==> config.mk <==
export PLATFORM = sky130hd
export DESIGN_NAME = x86_mmio_instruction_decode_apply
export DESIGN_NICKNAME = d
export VERILOG_FILES = /design/src/rtl/core/mmiodec_pkg.sv /design/src/rtl/core/mmiodec_core.sv /design/src/rtl/core/x86_mmio_instruction_decode_apply.sv
export SDC_FILE = /design/constraint.sdc
export NUM_CORES = 1
export LEC_CHECK = 0
export BUFFER_PORTS_ARGS = -buffer_cell sky130_fd_sc_hd__buf_2
export CORE_ASPECT_RATIO = 1.4
export CORE_UTILIZATION = 58
export CTS_CLUSTER_DIAMETER = 100
export DETAILED_ROUTE_END_ITERATION = 16
export PLACE_DENSITY = 0.87
export RECOVER_POWER = 25
export SLEW_MARGIN = 5
export SYNTH_ARGS = -nofsm -noshare
export SYNTH_HDL_FRONTEND = slang
export SYNTH_SLANG_ARGS = --single-unit
==> constraint.sdc <==
create_clock -name clk_i -period 6.9 [get_ports clk_i]
set_input_delay 0.69 -clock clk_i [delete_from_list [all_inputs] [get_ports clk_i]]
set_output_delay 0.69 -clock clk_i [all_outputs]
set_load 0.02 [all_outputs]
==> src/rtl/core/mmiodec_pkg.sv <==
// Shared types and constants for the x86 MMIO instruction decode and apply block.
// Holds the item and result structs, phase enums and opcode constants.
// No dependencies.
`timescale 1ns / 1ps

package mmiodec_pkg;

  // default fetch limit in bytes
  localparam int unsigned MAX_FETCH = 16;

  // field widths
  localparam int unsigned ByteW = 8;
  localparam int unsigned AddrW = 64;
  localparam int unsigned DataW = 64;
  localparam int unsigned WordW = 32;
  localparam int unsigned RegW  = 4;
  localparam int unsigned LenW  = 5;
  localparam int unsigned ErrW  = 4;

  // opcodes and decode masks
  localparam logic [7:0] OP_MOV_STORE = 8'h89;
  localparam logic [7:0] OP_MOV_LOAD  = 8'h8B;
  localparam logic [7:0] OP_MOV_IMM   = 8'hC7;
  localparam logic [7:0] OP_ADD       = 8'h01;
  localparam logic [7:0] OP_OR        = 8'h09;
  localparam logic [7:0] OP_AND       = 8'h21;
  localparam logic [7:0] OP_XOR       = 8'h31;
  localparam logic [7:0] REX_HI       = 8'h40;
  localparam logic [7:0] REX_HI_MASK  = 8'hF0;
  localparam logic [7:0] REX_R_BIT    = 8'h04;
  localparam logic [7:0] MODRM_REG    = 8'h38;

  // kind of an incoming item
  typedef enum logic [1:0] {
    KIND_BYTE = 2'd0,
    KIND_REG  = 2'd1,
    KIND_DEV  = 2'd2
  } kind_e;

  // action of a result
  typedef enum logic [2:0] {
    ACT_REG_READ  = 3'd0,
    ACT_DEV_READ  = 3'd1,
    ACT_DEV_WRITE = 3'd2,
    ACT_REG_WRITE = 3'd3,
    ACT_ERROR     = 3'd4
  } act_e;

  // error codes
  typedef enum logic [ErrW-1:0] {
    ERR_NONE      = 4'd0,
    ERR_BAD_LEN   = 4'd1,
    ERR_TRUNC     = 4'd2,
    ERR_NO_MODRM  = 4'd3,
    ERR_REG_DIRECT = 4'd4,
    ERR_NO_SIB    = 4'd5,
    ERR_OVERRUN   = 4'd6,
    ERR_C7_REG    = 4'd7,
    ERR_UNSUPP    = 4'd8
  } err_e;

  // byte parser phases
  typedef enum logic [2:0] {
    PH_PREFIX = 3'd0,
    PH_OPCODE = 3'd1,
    PH_MODRM  = 3'd2,
    PH_SIB    = 3'd3,
    PH_TAIL   = 3'd4,
    PH_STOP   = 3'd5
  } parse_e;

  // execution phases
  typedef enum logic [2:0] {
    EX_IDLE      = 3'd0,
    EX_REG_STORE = 3'd1,
    EX_REG_RMW   = 3'd2,
    EX_DEV_LOAD  = 3'd3,
    EX_DEV_RMW   = 3'd4
  } exec_e;

  // one input item
  typedef struct packed {
    kind_e              kind;
    logic [ByteW-1:0]   byte_value;
    logic               last_byte;
    logic [AddrW-1:0]   fault_address;
    logic [DataW-1:0]   data_value;
  } in_item_t;

  // one result item
  typedef struct packed {
    act_e               action;
    logic [RegW-1:0]    reg_index;
    logic [AddrW-1:0]   access_address;
    logic [WordW-1:0]   out_data;
    logic [LenW-1:0]    insn_length;
    err_e               error_code;
    logic               done_res;
  } res_t;

endpackage

==> src/rtl/core/mmiodec_core.sv <==
// Decode and execute logic: byte parser, exec sequencer and result forming.
// Depends on mmiodec_pkg.
`timescale 1ns / 1ps

module mmiodec_core #(
  parameter int unsigned MaxFetch = mmiodec_pkg::MAX_FETCH
) (
  input  logic                  clk_i,
  input  logic                  rst_ni,
  input  mmiodec_pkg::in_item_t item_i,
  input  logic                  fire_i,
  output logic                  res_valid_o,
  output mmiodec_pkg::res_t     res_o
);
  import mmiodec_pkg::*;

  localparam int unsigned CntW = $clog2(MaxFetch + 2);
  localparam int unsigned AeW  = $clog2(MaxFetch + 7);
  localparam logic [CntW-1:0] CntSat = CntW'(MaxFetch + 1);
  localparam logic [CntW-1:0] CntMax = CntW'(MaxFetch);

  parse_e           parse_q, parse_d;
  exec_e            exec_q, exec_d;
  logic [CntW-1:0]  cnt_q, cnt_d;
  logic             rex_q, rex_d;
  logic [7:0]       opc_q, opc_d;
  logic [7:0]       modrm_q, modrm_d;
  logic [3:0]       owed_q, owed_d;
  logic [AeW-1:0]   ae_q, ae_d;
  logic [WordW-1:0] imm_q, imm_d;
  logic [AddrW-1:0] addr_q, addr_d;
  logic [WordW-1:0] src_q, src_d;
  err_e             ferr_q, ferr_d;

  function automatic logic is_prefix(input logic [7:0] b);
    return b == 8'h66 || b == 8'hF2 || b == 8'hF3 || b == 8'hF0 ||
           b == 8'h2E || b == 8'h3E || b == 8'h26 || b == 8'h64 ||
           b == 8'h65 || b == 8'h36;
  endfunction

  function automatic logic [2:0] disp_len(input logic [1:0] md, input logic [2:0] lo);
    logic [2:0] r;
    r = 3'd0;
    if (md == 2'd0 && lo == 3'd5) r = 3'd4;
    else if (md == 2'd1)         r = 3'd1;
    else if (md == 2'd2)         r = 3'd4;
    return r;
  endfunction

  // next state and result
  always_comb begin
    logic [7:0]       b;
    logic [WordW-1:0] v;
    logic [2:0]       disp;
    logic [3:0]       immlen;
    logic [AeW-1:0]   pos_ext;
    logic [AeW-1:0]   kdiff;
    logic             tail_start;
    logic [2:0]       tail_disp;
    logic [CntW-1:0]  len;
    parse_e           phase;
    err_e             err;
    logic [AeW:0]     lsum;
    logic [LenW-1:0]  cur_len;
    logic [RegW-1:0]  cur_reg;
    logic             supported;

    parse_d = parse_q;
    exec_d  = exec_q;
    cnt_d   = cnt_q;
    rex_d   = rex_q;
    opc_d   = opc_q;
    modrm_d = modrm_q;
    owed_d  = owed_q;
    ae_d    = ae_q;
    imm_d   = imm_q;
    addr_d  = addr_q;
    src_d   = src_q;
    ferr_d  = ferr_q;

    b          = item_i.byte_value;
    v          = item_i.data_value[WordW-1:0];
    pos_ext    = AeW'(cnt_q);
    tail_start = 1'b0;
    tail_disp  = 3'd0;
    len        = '0;
    phase      = PH_PREFIX;
    err        = ERR_NONE;
    disp       = 3'd0;
    kdiff      = '0;
    supported  = 1'b0;

    res_valid_o = 1'b0;
    res_o       = '0;

    if (item_i.kind == KIND_BYTE && exec_q == EX_IDLE) begin
      addr_d = item_i.fault_address;
      // first byte of an instruction clears the decode fields
      if (cnt_q == '0) begin
        rex_d   = 1'b0;
        opc_d   = '0;
        modrm_d = '0;
        ae_d    = '0;
        imm_d   = '0;
        owed_d  = '0;
        ferr_d  = ERR_NONE;
        parse_d = PH_PREFIX;
      end
      if (cnt_q < CntSat) cnt_d = cnt_q + 1'b1;

      // byte parser
      case (parse_d)
        PH_PREFIX: begin
          if (!is_prefix(b)) begin
            if ((b & REX_HI_MASK) == REX_HI) begin
              rex_d   = (b & REX_R_BIT) != 8'h00;
              parse_d = PH_OPCODE;
            end else begin
              opc_d   = b;
              parse_d = PH_MODRM;
            end
          end
        end
        PH_OPCODE: begin
          opc_d   = b;
          parse_d = PH_MODRM;
        end
        PH_MODRM: begin
          modrm_d = b;
          if (b[7:6] == 2'd3) begin
            ferr_d  = ERR_REG_DIRECT;
            parse_d = PH_STOP;
          end else if (b[2:0] == 3'd4) begin
            parse_d = PH_SIB;
          end else begin
            tail_start = 1'b1;
            tail_disp  = disp_len(b[7:6], b[2:0]);
          end
        end
        PH_SIB: begin
          tail_start = 1'b1;
          tail_disp  = disp_len(modrm_d[7:6], b[2:0]);
        end
        PH_TAIL: begin
          if (owed_d != 4'd0) owed_d = owed_d - 4'd1;
          kdiff = pos_ext - ae_d;
          if (opc_d == OP_MOV_IMM && pos_ext >= ae_d && kdiff < AeW'(4))
            imm_d[{kdiff[1:0], 3'b000} +: 8] = imm_d[{kdiff[1:0], 3'b000} +: 8] | b;
        end
        default: ;
      endcase

      // addressing done: set end position and bytes owed
      immlen = (opc_d == OP_MOV_IMM) ? 4'd4 : 4'd0;
      disp   = tail_disp;
      if (tail_start) begin
        ae_d    = pos_ext + AeW'(1) + AeW'(disp);
        owed_d  = 4'(disp) + immlen;
        parse_d = PH_TAIL;
      end

      lsum    = (AeW+1)'(ae_d) + (AeW+1)'(immlen);
      cur_len = lsum[LenW-1:0];
      cur_reg = {rex_d, modrm_d[5:3]};

      if (item_i.last_byte) begin
        len   = cnt_d;
        phase = parse_d;
        supported = opc_d == OP_MOV_IMM || opc_d == OP_MOV_LOAD ||
                    opc_d == OP_MOV_STORE || opc_d == OP_ADD ||
                    opc_d == OP_OR || opc_d == OP_AND || opc_d == OP_XOR;
        // error checks in priority order
        if (len > CntMax)                                    err = ERR_BAD_LEN;
        else if (phase == PH_PREFIX || phase == PH_OPCODE)   err = ERR_TRUNC;
        else if (phase == PH_MODRM)                          err = ERR_NO_MODRM;
        else if (phase == PH_STOP)                           err = ferr_d;
        else if (phase == PH_SIB)                            err = ERR_NO_SIB;
        else if (owed_d != 4'd0)                             err = ERR_OVERRUN;
        else if (opc_d == OP_MOV_IMM && (modrm_d & MODRM_REG) != 8'h00)
                                                             err = ERR_C7_REG;
        else if (!supported)                                 err = ERR_UNSUPP;

        cnt_d   = '0;
        parse_d = PH_PREFIX;
        owed_d  = '0;
        ferr_d  = ERR_NONE;

        res_valid_o = 1'b1;
        if (err != ERR_NONE) begin
          res_o.action     = ACT_ERROR;
          res_o.error_code = err;
          res_o.done_res   = 1'b1;
        end else begin
          res_o.reg_index   = cur_reg;
          res_o.insn_length = cur_len;
          res_o.error_code  = ERR_NONE;
          if (opc_d == OP_MOV_IMM) begin
            res_o.action         = ACT_DEV_WRITE;
            res_o.access_address = addr_d;
            res_o.out_data       = imm_d;
            res_o.done_res       = 1'b1;
          end else if (opc_d == OP_MOV_LOAD) begin
            res_o.action         = ACT_DEV_READ;
            res_o.access_address = addr_d;
            exec_d               = EX_DEV_LOAD;
          end else begin
            res_o.action = ACT_REG_READ;
            exec_d       = (opc_d == OP_MOV_STORE) ? EX_REG_STORE : EX_REG_RMW;
          end
        end
      end
    end else begin
      // replies to earlier requests
      immlen  = (opc_q == OP_MOV_IMM) ? 4'd4 : 4'd0;
      lsum    = (AeW+1)'(ae_q) + (AeW+1)'(immlen);
      cur_len = lsum[LenW-1:0];
      cur_reg = {rex_q, modrm_q[5:3]};
      res_o.reg_index   = cur_reg;
      res_o.insn_length = cur_len;
      res_o.error_code  = ERR_NONE;
      if (item_i.kind == KIND_REG && exec_q == EX_REG_STORE) begin
        res_valid_o          = 1'b1;
        res_o.action         = ACT_DEV_WRITE;
        res_o.access_address = addr_q;
        res_o.out_data       = v;
        res_o.done_res       = 1'b1;
        exec_d               = EX_IDLE;
      end else if (item_i.kind == KIND_REG && exec_q == EX_REG_RMW) begin
        res_valid_o          = 1'b1;
        res_o.action         = ACT_DEV_READ;
        res_o.access_address = addr_q;
        src_d                = v;
        exec_d               = EX_DEV_RMW;
      end else if (item_i.kind == KIND_DEV && exec_q == EX_DEV_LOAD) begin
        res_valid_o    = 1'b1;
        res_o.action   = ACT_REG_WRITE;
        res_o.out_data = v;
        res_o.done_res = 1'b1;
        exec_d         = EX_IDLE;
      end else if (item_i.kind == KIND_DEV && exec_q == EX_DEV_RMW) begin
        res_valid_o          = 1'b1;
        res_o.action         = ACT_DEV_WRITE;
        res_o.access_address = addr_q;
        res_o.done_res       = 1'b1;
        case (opc_q)
          OP_ADD:  res_o.out_data = v + src_q;
          OP_OR:   res_o.out_data = v | src_q;
          OP_AND:  res_o.out_data = v & src_q;
          default: res_o.out_data = v ^ src_q;
        endcase
        exec_d = EX_IDLE;
      end
    end
  end

  // decoder state, updated once per consumed item
  always_ff @(posedge clk_i or negedge rst_ni) begin
    if (!rst_ni) begin
      parse_q <= PH_PREFIX;
      exec_q  <= EX_IDLE;
      cnt_q   <= '0;
      rex_q   <= 1'b0;
      opc_q   <= '0;
      modrm_q <= '0;
      owed_q  <= '0;
      ae_q    <= '0;
      imm_q   <= '0;
      addr_q  <= '0;
      src_q   <= '0;
      ferr_q  <= ERR_NONE;
    end else if (fire_i) begin
      parse_q <= parse_d;
      exec_q  <= exec_d;
      cnt_q   <= cnt_d;
      rex_q   <= rex_d;
      opc_q   <= opc_d;
      modrm_q <= modrm_d;
      owed_q  <= owed_d;
      ae_q    <= ae_d;
      imm_q   <= imm_d;
      addr_q  <= addr_d;
      src_q   <= src_d;
      ferr_q  <= ferr_d;
    end
  end

endmodule

==> src/rtl/core/x86_mmio_instruction_decode_apply.sv <==
// Top level of the x86 MMIO instruction decode and apply block.
// Holds the input register, the result register and the stream ports.
// Depends on mmiodec_pkg and mmiodec_core.
`timescale 1ns / 1ps

// Each item passes through the input register, where the decoder state machine
// handles it, and then through the result register. A new item is accepted
// every cycle as long as the result register is empty or being drained, so
// throughput is one item per cycle; the single decoder state update per cycle
// sets that figure. Instruction bytes (tuser kind 0) are sent with tlast on the
// final fetched byte; the block answers with a register read, device read,
// device write, register write or error, and expects register value (kind 1)
// or device data (kind 2) replies as the requests call for. Items that do not
// fit the current phase are dropped silently. A result with tlast high closes
// the instruction.

module x86_mmio_instruction_decode_apply #(
  parameter int unsigned MaxFetch = mmiodec_pkg::MAX_FETCH
) (
  input  logic         clk_i,
  input  logic         rst_ni,
  input  logic         s_axis_tvalid_i,
  output logic         s_axis_tready_o,
  // [7:0] byte_value, [71:8] fault_address, [135:72] data_value
  input  logic [135:0] s_axis_tdata_i,
  // [1:0] kind
  input  logic [1:0]   s_axis_tuser_i,
  // last_byte
  input  logic         s_axis_tlast_i,
  output logic         m_axis_tvalid_o,
  input  logic         m_axis_tready_i,
  // [3:0] reg_index, [67:4] access_address, [99:68] out_data,
  // [104:100] insn_length, [108:105] error_code, [111:109] zero
  output logic [111:0] m_axis_tdata_o,
  // [2:0] action
  output logic [2:0]   m_axis_tuser_o,
  // done_res
  output logic         m_axis_tlast_o
);
  import mmiodec_pkg::*;

  logic     in_valid_q, in_valid_d;
  in_item_t in_item_q;
  logic     out_valid_q, out_valid_d;
  res_t     out_res_q;
  logic     advance;
  logic     s_fire;
  logic     core_fire;
  logic     res_valid;
  res_t     res;

  // handshake control
  assign advance         = !out_valid_q || m_axis_tready_i;
  assign s_axis_tready_o = !in_valid_q || advance;
  assign s_fire          = s_axis_tvalid_i && s_axis_tready_o;
  assign core_fire       = in_valid_q && advance;

  always_comb begin
    in_valid_d = in_valid_q;
    if (s_fire)       in_valid_d = 1'b1;
    else if (advance) in_valid_d = 1'b0;
    out_valid_d = out_valid_q;
    if (advance) out_valid_d = core_fire && res_valid;
  end

  always_ff @(posedge clk_i or negedge rst_ni) begin
    if (!rst_ni) begin
      in_valid_q  <= 1'b0;
      out_valid_q <= 1'b0;
    end else begin
      in_valid_q  <= in_valid_d;
      out_valid_q <= out_valid_d;
    end
  end

  // input item register
  always_ff @(posedge clk_i) begin
    if (s_fire) begin
      in_item_q.kind          <= kind_e'(s_axis_tuser_i);
      in_item_q.byte_value    <= s_axis_tdata_i[7:0];
      in_item_q.last_byte     <= s_axis_tlast_i;
      in_item_q.fault_address <= s_axis_tdata_i[71:8];
      in_item_q.data_value    <= s_axis_tdata_i[135:72];
    end
  end

  mmiodec_core #(
    .MaxFetch(MaxFetch)
  ) u_core (
    .clk_i      (clk_i),
    .rst_ni     (rst_ni),
    .item_i     (in_item_q),
    .fire_i     (core_fire),
    .res_valid_o(res_valid),
    .res_o      (res)
  );

  // result register
  always_ff @(posedge clk_i) begin
    if (core_fire && res_valid) out_res_q <= res;
  end

  // output packing
  assign m_axis_tvalid_o = out_valid_q;
  assign m_axis_tuser_o  = out_res_q.action;
  assign m_axis_tlast_o  = out_res_q.done_res;
  assign m_axis_tdata_o  = {3'b000, out_res_q.error_code, out_res_q.insn_length,
                            out_res_q.out_data, out_res_q.access_address,
                            out_res_q.reg_index};

  // error results always close the instruction and carry no length or register
  assert property (@(posedge clk_i) disable iff (!rst_ni)
    m_axis_tvalid_o && m_axis_tuser_o == ACT_ERROR |-> m_axis_tlast_o
      && m_axis_tdata_o[104:100] == 5'd0 && m_axis_tdata_o[3:0] == 4'd0)
    else $error("error result not closed or carries length/register");

  // non-error results carry no error code
  assert property (@(posedge clk_i) disable iff (!rst_ni)
    m_axis_tvalid_o && m_axis_tuser_o != ACT_ERROR |-> m_axis_tdata_o[108:105] == 4'd0)
    else $error("error code on a non-error result");

  // input side only stalls behind a blocked result
  assert property (@(posedge clk_i) disable iff (!rst_ni)
    !s_axis_tready_o |-> m_axis_tvalid_o && !m_axis_tready_i)
    else $error("input stalled without a blocked result");

  // a consumed item that yields a result shows it in the next cycle
  assert property (@(posedge clk_i) disable iff (!rst_ni)
    core_fire && res_valid |=> m_axis_tvalid_o)
    else $error("result lost between decoder and result register");

endmodule
==> results.yml, run 1 <==
run_status:
  status: "finished, violations left"
  violations: "max-capacitance violations, max-slew violations"
setup_path:
  slowest_delay_ns: 0.84
  crit_buf_inv: 1
  crit_top_cell: "ha_1"
  cp.required_ns: 7.31
  path_depth: 15
  cp_top_family: "simple AND/OR/NAND/NOR gates"
  path_max_fanout: 41
  r2r-end: "m_axis_tdata_o[100]"
  path_cells: "inv_1 -> ha_1 -> or4b_4 -> and3_4 -> nor4_4 -> o2111a_1 -> o221a_1 -> ha_1 -> a21oi_1 -> and4_1 -> a21boi_2 -> a2bb2oi_2 -> nand4_4 -> nor2_1 -> a32o_1"
  arrival_ns: 5.86
  worstRegToRegCells: 15
  cp_slowest_cell: "nor2_1"
  r2r_setup_slack_ns: 1.45
  worst_r2r_startpoint: "u_core.cnt_q[1]"
  critPathLaunchType: "register"
  cp-end-kind: "register"
  path_class: "reg -> reg"
power:
  ir_worst_vdd_v: 0.000257
  cellPowerDensity_nw_per_um2: 287
  leakage_nw: 9.37
  finalPower_mw: 6.30
layout:
  fill_cells: 2470
  drive_above_1_share_pct: 16.6
  final_cell_mix: "nand2_1 (350), buf_2 (223), edfxtp_1 (220)"
  nets: 2249
  area_growth_pct: 13.4
  final_common_cell: "nand2_1"
  antennaDiodeCount: 0
clocking:
  clockRootBuffer: "clkbuf_16"
  cts_num_sinks: 388
  clk-insertion-delay-late_ns: 0.56
  cts_buffers: 38
  cts_tree: "built"
  ctsResizeCount: 0
  clockBufferDepth: 3
  cts_hold_buf: 0
  htree_levels: 2
  cts.clk_slew.worst_paths_ns: 0.06
  cts_setup_buffers: 0
worst_hold_path:
  min_path_type: "in -> async"
floorplanning:
  die_h_microns: 218
  rows: 78
  die_x_microns: 156
  initial_utilization_pct: 59.4
  ioPinCount: 261
  dieArea_sq_um: 34100
  core_sq_um: 32600
yosys:
  syn_inst: 1838
  yosysUniqueCellTypes: 85
  synth_edf_count: 220
  synth_seq_area_share_pct: 55.8
  syn_area_per_cell_sq_um: 10.5
  synth-warning-count: 0
  synth_area_sq_um: 19400
  ys_async_sr_fraction_pct: 43.3
  ys_seq_elements: 388
  synth_ff_type: "edfxtp_1"
timing:
  tightestPinTransition_ns: 3.34
  rsz0062_at_grt: "no"
  drv_slew: 44
  fin_skew_ns: 0.0231
  hold_viol: 0
  post-route-period-util_pct: 79.0
  setup_viol: 0
  fmax_ghz: 0.183
  tns_ns: 0
  maxSlewHeadroom_pct: -122
  min_period_ns: 5.45
detailed_routing:
  drt-total-wl_mm: 50.6
  drc: 0
  viasPerCell: 6.18
  drt_iter0_drc: 1244
  via_count: 15400
  ant_nets: 0
  wl_per_cell_microns: 20.3
  drtPass1Iterations: 7
global_route:
  antenna_found_initial: 0
  grt-ovfl-total: 0
  grt_pass1_wl_mm: 79.9
  grt_pass1_vias: 15500
  grt_start_max_net_pins: 97
  grt_usage_pct: 30.2
flow_run:
  maxCapViolations: 1
placement:
  place_congestion: 0.921
  hpwl_mm: 33.4
  io_buffers: 225
-- power by group --
| group | switching (mW) | leakage, nW | internal, mW |
|---|---|---|---|
| Sequential | 0.242 | 4.34 | 2.75 |
| Clock | 0.885 | 0.596 | 1.15 |
| Combinational | 0.848 | 4.44 | 0.425 |
| Total | 1.97 | 9.37 | 4.33 |
-- stage by stage --
stage	area (sq um)	hold WS [ns]	utilization (%)	cells	setup WS [ns]
global route	22000	0.301	67.4	2491	1.21
detailed placement	20800	0.456	63.7	2421	1.60
global placement	20800	0.446	63.7	2421	1.71
floorplan	19400	0.394	-	1840	1.95
finish	22000	0.232	67.4	2491	1.45
CTS	22000	0.294	67.4	2491	1.53
-- cell type report --
class | count | area (sq um) | area share [%]
Multi-Input combinational cell | 1256 | 7780 | 35.4
Sequential cell | 388 | 10800 | 49.2
Tap cell | 440 | 551 | 2.51
Inverter | 96 | 363 | 1.65
Clock inverter | 14 | 121 | 0.552
Clock buffer | 56 | 1100 | 5.01
Timing Repair Buffer | 241 | 1250 | 5.69
-- state kept, by name (all words and copies together), names as in the netlist --
register         count
u_core.ferr_q        4
u_core.opc_q         8
u_core.exec_q        3
u_core.owed_q        4
m_axis_tvalid_o      1
m_axis_tlast_o       1
in_valid_q           1
u_core.addr_q       64
u_core.imm_q        32
u_core.rex_q         1
u_core.modrm_q       5
u_core.src_q        32
u_core.ae_q          5
m_axis_tdata_o     109
u_core.cnt_q         5
m_axis_tuser_o       3
in_item_q          107
u_core.parse_q       3
-- cell families (layout without fill, tap and decap cells) --
group                      count (synthesis)  in the layout  synth area share, %
other                                      1              3               0.0194
DFF                                      388            388                 55.8
buffers and inverters                    196            407                 4.23
muxes                                     19             19                 1.54
AOI/OAI and AO/OA                        518            518                 17.6
xor gates and xnor gates                  13             13                0.588
adders and majority gates                 85             85                 5.57
and+or+nand+nor                          618            618                 14.6
-- per-layer routing --
| layer | GRT usage, % | vias to the layer above | wire [microns] |
|---|---|---|---|
| met1 | 33.9 | 7456 | 17900 |
| met5 | 0 | - | 0 |
| met3 | 6.01 | 206 | 3770 |
| met4 | 18.0 | 0 | 3080 |
| met2 | 52.9 | 742 | 25800 |
| li1 | - | 7002 | - |
-- worst reg2reg max path, stage by stage, from the launching register on --
cell	delay, ns
dfrtp_1	0.49
inv_1	0.13
ha_1	0.16
or4b_4	0.70
and3_4	0.32
nor4_4	0.27
o2111a_1	0.22
o221a_1	0.47
ha_1	0.31
a21oi_1	0.16
and4_1	0.26
a21boi_2	0.21
a2bb2oi_2	0.25
nand4_4	0.23
nor2_1	0.85
a32o_1	0.29
-- synthesized netlist by cell type (7+ instances only) --
master    number  area share, %
a22oi_1       15           0.58
nand2_1      351            6.8
buf_6          9           0.52
a32o_1        10           0.52
o211ai_1      14           0.54
ha_1          83            5.4
o31ai_1        9           0.35
a21o_1        20           0.78
nor2_1        90            1.7
a21oi_1      113            2.9
and2_1        10           0.32
o21ai_0      155            4.0
nor4_1         8           0.26
nor3_1        31           0.80
dfrtp_1      168             22
nand3_1       29           0.75
edfxtp_1     220             34
a22o_1        87            3.9
nor2b_1       19           0.61
mux4_2         8           0.93
clkbuf_1      80            1.6
or3_1          8           0.26
a211oi_1      12           0.47
and3_1         8           0.26
a31oi_1       18           0.58
or2_2          8           0.26
nand2b_1      19           0.61
inv_1         96            1.9
xnor2_1        9           0.41
o221ai_1       9           0.41
mux2_2         7           0.41
-- worst max-delay path by stage --
stage / start / end / slack [ns]
after floorplan: u_core.cnt_q[1] / m_axis_tdata_o[80] / 1.95
after global placement: u_core.cnt_q[0] / m_axis_tdata_o[22] / 1.71
after detailed placement: u_core.cnt_q[1] / m_axis_tdata_o[14] / 1.60
after CTS: u_core.cnt_q[1] / m_axis_tdata_o[2] / 1.53
after global routing: u_core.cnt_q[1] / m_axis_tdata_o[100] / 1.21
final: u_core.cnt_q[1] / m_axis_tdata_o[100] / 1.45
Power figures use the tool's default switching activity.
==> inputs of run 2 (changes only) <==
Clock period 6.9 ns to 5.05 ns, I/O delays scaled along.
==> run 2 against run 1 <==
Net effect:
- the flow still finishes with violations (max-capacitance violations, max-slew violations)
- count of clock-buffer cells in the layout shrank 9
- combinational power rose by 43%
- routed wire length is 0.81% higher
- final area is 0.68% higher
- cell count increased by 0.64%
- worst setup slack lost 1.2 ns
==> results.yml, run 2 (synthesis results as in run 1) <==
global_route:
  grt_usage_pct: 30.7
  grt_start_max_net_pins: 96
  grt_pass1_vias: 15700
  antenna_found_initial: 1
  grt_pass1_wl_mm: 81.3
  grt-ovfl-total: 0
clocking:
  cts_setup_buffers: 0
  cts_buffers: 38
  clockBufferDepth: 3
  clockRootBuffer: "clkbuf_16"
  htree_levels: 2
  cts_tree: "built"
  cts_num_sinks: 388
  clk-insertion-delay-late_ns: 0.55
  cts.clk_slew.worst_paths_ns: 0.07
timing:
  drv_slew: 74
  post-route-period-util_pct: 94.9
  fin_skew_ns: 0.0194
  rsz0062_at_grt: "no"
  tightestPinTransition_ns: 4.36
  min_period_ns: 4.79
  fmax_ghz: 0.209
  tns_ns: 0
  maxSlewHeadroom_pct: -191
  hold_viol: 0
  setup_viol: 0
power:
  p_comb_share_pct: 21.0
  switching_share_pct: 31.5
  p_seq_share_pct: 46.8
  power.switching_mw: 2.73
  ir_worst_vdd_v: 0.000356
  leakage_nw: 9.45
  cellPowerDensity_nw_per_um2: 392
  p_int_mw: 5.93
  clkPwrFrac_pct: 32.1
run_status:
  violations: "max-capacitance violations, max-slew violations"
  status: "finished, violations left"
layout:
  nets: 2264
  area_growth_pct: 14.2
  final_cell_mix: "nand2_1 (350), edfxtp_1 (220), buf_2 (220)"
  final_common_cell: "nand2_1"
  instances_no_fill: 2507
  drive_above_1_share_pct: 17.1
  largest_reg_flops: 109
placement:
  place_congestion: 0.974
  io_buffers: 225
  dp.cells: 2436
  hpwl_mm: 34.2
detailed_routing:
  via_count: 15500
  drt-total-wl_mm: 51.0
  ant_nets: 0
  viasPerCell: 6.17
  drc: 0
  drtPass1Iterations: 6
  wl_per_cell_microns: 20.3
  drt_iter0_drc: 1228
worst_hold_path:
  min_path_type: "in -> reg"
setup_path:
  critPathLaunchType: "register"
  path_cells: "inv_1 -> ha_1 -> or4b_4 -> and3_4 -> nor4_4 -> o2111a_1 -> o221a_1 -> ha_1 -> a21oi_1 -> and4_1 -> a21boi_2 -> a2bb2oi_2 -> nand4_4 -> a2111oi_0 -> a211o_1"
  crit_buf_inv: 1
  cp_top_family: "compound AO/OA/AOI/OAI gates"
  arrival_ns: 5.20
  path_class: "reg -> reg"
  crit_top_cell: "ha_1"
  slowest_delay_ns: 0.72
  cp-end-kind: "register"
  path_max_fanout: 30
  cp_slowest_cell: "a2111oi_0"
  cp.required_ns: 5.45
floorplanning:
  die_h_microns: 218
  ioPinCount: 261
  initial_utilization_pct: 59.4
  core_sq_um: 32600
  die_x_microns: 156
  dieArea_sq_um: 34100
  rows: 78
flow_run:
  maxCapViolations: 1
-- run 2: cell count changes in the layout (fill, tap and decap cells not counted), sizes merged --
cell      change
buf          +11
diode         +1
clkbuf        -5
inv           +2
clkinv        +5
bufinv        +1
clkinvlp      +1
-- run 2: power groups by stage --
stage	registers, mW	logic [mW]	clock network, mW
floorplan	4.05	1.22	0
global placement	4.07	1.72	0
detailed placement	4.10	1.78	0
CTS	4.05	1.80	2.82
global route	4.09	2.00	2.93
finish	4.06	1.82	2.78
-- run 2: cell type report --
| type | instances | area, sq um |
|---|---|---|
| multi-input cells | 1256 | 7780 |
| clock buffers | 47 | 1020 |
| clock inverters | 23 | 189 |
| inverters | 96 | 363 |
| fillers | 2463 | 10500 |
| flip-flops and latches | 388 | 10800 |
| repair buffers | 256 | 1400 |
| diodes | 1 | 2.50 |
| well taps | 440 | 551 |
-- run 2: worst paths after layout --
kind                                    startpoint                 end  slack [ns]  cells past startpoint
worst max register to register     u_core.cnt_q[1]  m_axis_tdata_o[94]        0.26                     15
min in group asynchronous                   rst_ni   u_core.addr_q[45]        1.49                      1
worst min-delay path            s_axis_tdata_i[63]      in_item_q[119]        0.13                      1
max in group asynchronous                   rst_ni   u_core.addr_q[20]        1.06                      1
worst max-delay path               u_core.cnt_q[1]  m_axis_tdata_o[94]        0.26                     15
worst min register to register       in_item_q[92]   u_core.addr_q[28]        0.46                      2
-- run 2: routing by layer --
layer	part of all wire, %	wire length (microns)	global-route usage (%)
met1	36	18200	35.2
met2	52	26500	54.2
met3	7.1	3610	5.53
met4	5.2	2660	16.3
met5	0	0	0
-- run 2: through the flow --
step | power (mW) | util [%] | hold WS, ns | area, sq um | worst slack [ns]
4_1_cts | 8.67 | 67.9 | 0.00921 | 22100 | 0.249
5_1_grt | 9.03 | 67.9 | 0.113 | 22100 | 0.0545
6_report | 8.66 | 67.9 | 0.131 | 22100 | 0.255
3_5_place_dp | 5.89 | 64.2 | 0.455 | 20900 | 0.328
2_1_floorplan | 5.28 | - | 0.209 | 19400 | 0.104
3_3_place_gp | 5.79 | 64.2 | 0.447 | 20900 | 0.438
-- run 2: repair_timing --
action,in CTS,in global routing
endpoints found under the setup margin,0,3
endpoints found under the hold margin,0,0
hold buffers,0,0
resized for setup,0,1
==> inputs of run 3 (changes only) <==
==> constraint.sdc (replaced) <==
create_clock -name clk_i -period 5.05 [get_ports clk_i]
set_input_delay 0 -clock clk_i [delete_from_list [all_inputs] [get_ports clk_i]]
set_output_delay 0 -clock clk_i [all_outputs]
set_load 0.02 [all_outputs]
==> run 3 against run 2 <==
Net effect:
- the flow still finishes with violations (max-capacitance violations, max-slew violations)
- register-to-register slack better by 0.04 ns
- clock skew grew 0.0056 ns
- first-iteration DRC count grew 8.6%
- non-clock buffer count is 120 higher
- die area stayed put
- critical endpoint is now m_axis_tdata_o[34]
- highest routed layer unchanged
==> results.yml, run 3 (synthesis results as in run 1) <==
run_status:
  status: "finished, violations left"
  violations: "max-capacitance violations, max-slew violations"
power:
  power.switching_mw: 2.83
  ir_worst_vdd_v: 0.000420
  cellPowerDensity_nw_per_um2: 384
  switching_share_pct: 31.7
  leakage_nw: 9.82
  clkPwrFrac_pct: 32.8
  p_comb_share_pct: 21.4
  p_int_mw: 6.09
  p_seq_share_pct: 45.8
detailed_routing:
  ant_nets: 0
  drt-total-wl_mm: 55.0
  wl_per_cell_microns: 20.9
  drc: 0
  drt_iter0_drc: 1333
  viasPerCell: 6.13
  drtPass1Iterations: 6
  via_count: 16100
timing:
  setup_viol: 0
  fin_skew_ns: 0.0250
  post-route-period-util_pct: 94.1
  tns_ns: 0
  min_period_ns: 4.75
  drv_slew: 65
  tightestPinTransition_ns: 3.82
  maxSlewHeadroom_pct: -155
  fmax_ghz: 0.210
  rsz0062_at_grt: "no"
  hold_viol: 0
placement:
  dp.cells: 2445
  place_congestion: 0.921
  io_buffers: 225
  place_area_sq_um: 20900
  hpwl_mm: 35.2
setup_path:
  arrival_ns: 5.15
  cp.required_ns: 5.45
  path_max_fanout: 64
  cp-end-kind: "register"
  worst_r2r_startpoint: "u_core.cnt_q[0]"
  critPathLaunchType: "register"
  worstRegToRegCells: 16
  path_class: "reg -> reg"
  r2r_setup_slack_ns: 0.30
  r2r-end: "m_axis_tdata_o[34]"
clocking:
  cts_num_sinks: 388
  clk-insertion-delay-late_ns: 0.56
  cts_tree: "built"
  clockBufferDepth: 3
  cts.clk_slew.worst_paths_ns: 0.07
  clockRootBuffer: "clkbuf_16"
  cts_buffers: 38
  htree_levels: 2
  cts_setup_buffers: 0
global_route:
  grt_start_max_net_pins: 67
  grt_pass1_vias: 16500
  grt_usage_pct: 32.8
  antenna_found_initial: 0
  grt-ovfl-total: 0
  grt_pass1_wl_mm: 86.3
layout:
  nets: 2384
  final_common_cell: "nand2_1"
  area_growth_pct: 20.0
  drive_above_1_share_pct: 14.0
  instances_no_fill: 2627
  final_cell_mix: "nand2_1 (350), edfxtp_1 (220), dfrtp_1 (168)"
  largest_reg_flops: 109
  fin_area_sq_um: 23300
worst_hold_path:
  min_path_cells: 2
  hp-start: "s_axis_tdata_i[57]"
  hold-path-endpoint: "in_item_q[113]"
  min_path_type: "in -> reg"
flow_run:
  maxCapViolations: 1
floorplanning:
  die_h_microns: 218
  dieArea_sq_um: 34100
  die_x_microns: 156
  core_sq_um: 32600
  rows: 78
  ioPinCount: 261
  initial_utilization_pct: 59.4
==> run 3: area by class of cell <==
type / count / area, sq um
repair buffers: 376 / 2470
clock inverters: 17 / 195
fillers: 2325 / 9350
diodes: 1 / 2.50
multi-input cells: 1256 / 7780
flip-flops and latches: 388 / 10800
clock buffers: 53 / 1080
inverters: 96 / 363
well taps: 440 / 551
==> run 3: stage by stage <==
| stage | hold slack, ns | setup WS (ns) | utilization, % | total power, mW |
|---|---|---|---|---|
| 2_1_floorplan | -0.296 | 0.104 | - | 5.28 |
| 3_3_place_gp | 0.0296 | 0.225 | 64.2 | 5.80 |
| 3_5_place_dp | 0.0333 | 0.234 | 64.2 | 5.90 |
| 4_1_cts | 0.0178 | 0.179 | 71.6 | 8.87 |
| 5_1_grt | 0.158 | 0.0754 | 71.3 | 9.27 |
| 6_report | 0.150 | 0.297 | 71.3 | 8.92 |
==> run 3: worst max-delay path: stages (launching register included) <==
cell and delay, ns:
dfrtp_1 0.44, inv_1 0.15, ha_1 0.17, or4b_4 0.66
and3_4 0.26, nor4_4 0.26, o2111a_1 0.22, o221a_1 0.21
ha_1 0.24, a21oi_1 0.16, and4_1 0.25, a21boi_2 0.21
a2bb2oi_2 0.25, nand4_4 0.23, nor3_4 0.25, buf_12 0.32
a22o_1 0.26
==> run 3: timing repair <==
item | CTS | global route
hold buffers | 111 | 0
endpoints found under the setup margin | 0 | 1
resized for setup | 0 | 2
endpoints found under the hold margin | 187 | 0
==> run 3: power groups by stage <==
stage / Combinational (mW) / Sequential, mW / Clock (mW)
floorplan: 1.22 / 4.05 / 0
global placement: 1.72 / 4.08 / 0
detailed placement: 1.79 / 4.11 / 0
CTS: 1.87 / 4.05 / 2.95
global route: 2.08 / 4.12 / 3.07
finish: 1.91 / 4.09 / 2.93
==> run 3: worst max-delay path by stage <==
stage | startpoint | end | slack, ns | depth (start not counted)
floorplan | u_core.cnt_q[1] | m_axis_tdata_o[80] | 0.10 | 20
global placement | u_core.cnt_q[0] | m_axis_tdata_o[94] | 0.23 | 16
detailed placement | u_core.cnt_q[0] | m_axis_tdata_o[94] | 0.23 | 16
CTS | u_core.cnt_q[0] | m_axis_tdata_o[94] | 0.18 | 16
global route | u_core.cnt_q[0] | m_axis_tdata_o[34] | 0.08 | 16
finish | u_core.cnt_q[0] | m_axis_tdata_o[34] | 0.30 | 16
==> run 3: per-layer routing <==
| layer | part of all wire [%] | routed length (microns) | up-vias | global-route usage (%) |
|---|---|---|---|---|
| li1 | - | - | 7267 | - |
| met1 | 35 | 19100 | 7809 | 36.2 |
| met2 | 53 | 28900 | 837 | 59.2 |
| met3 | 7.1 | 3900 | 202 | 5.33 |
| met4 | 5.6 | 3090 | 0 | 19.2 |
| met5 | 0 | 0 | - | 0 |
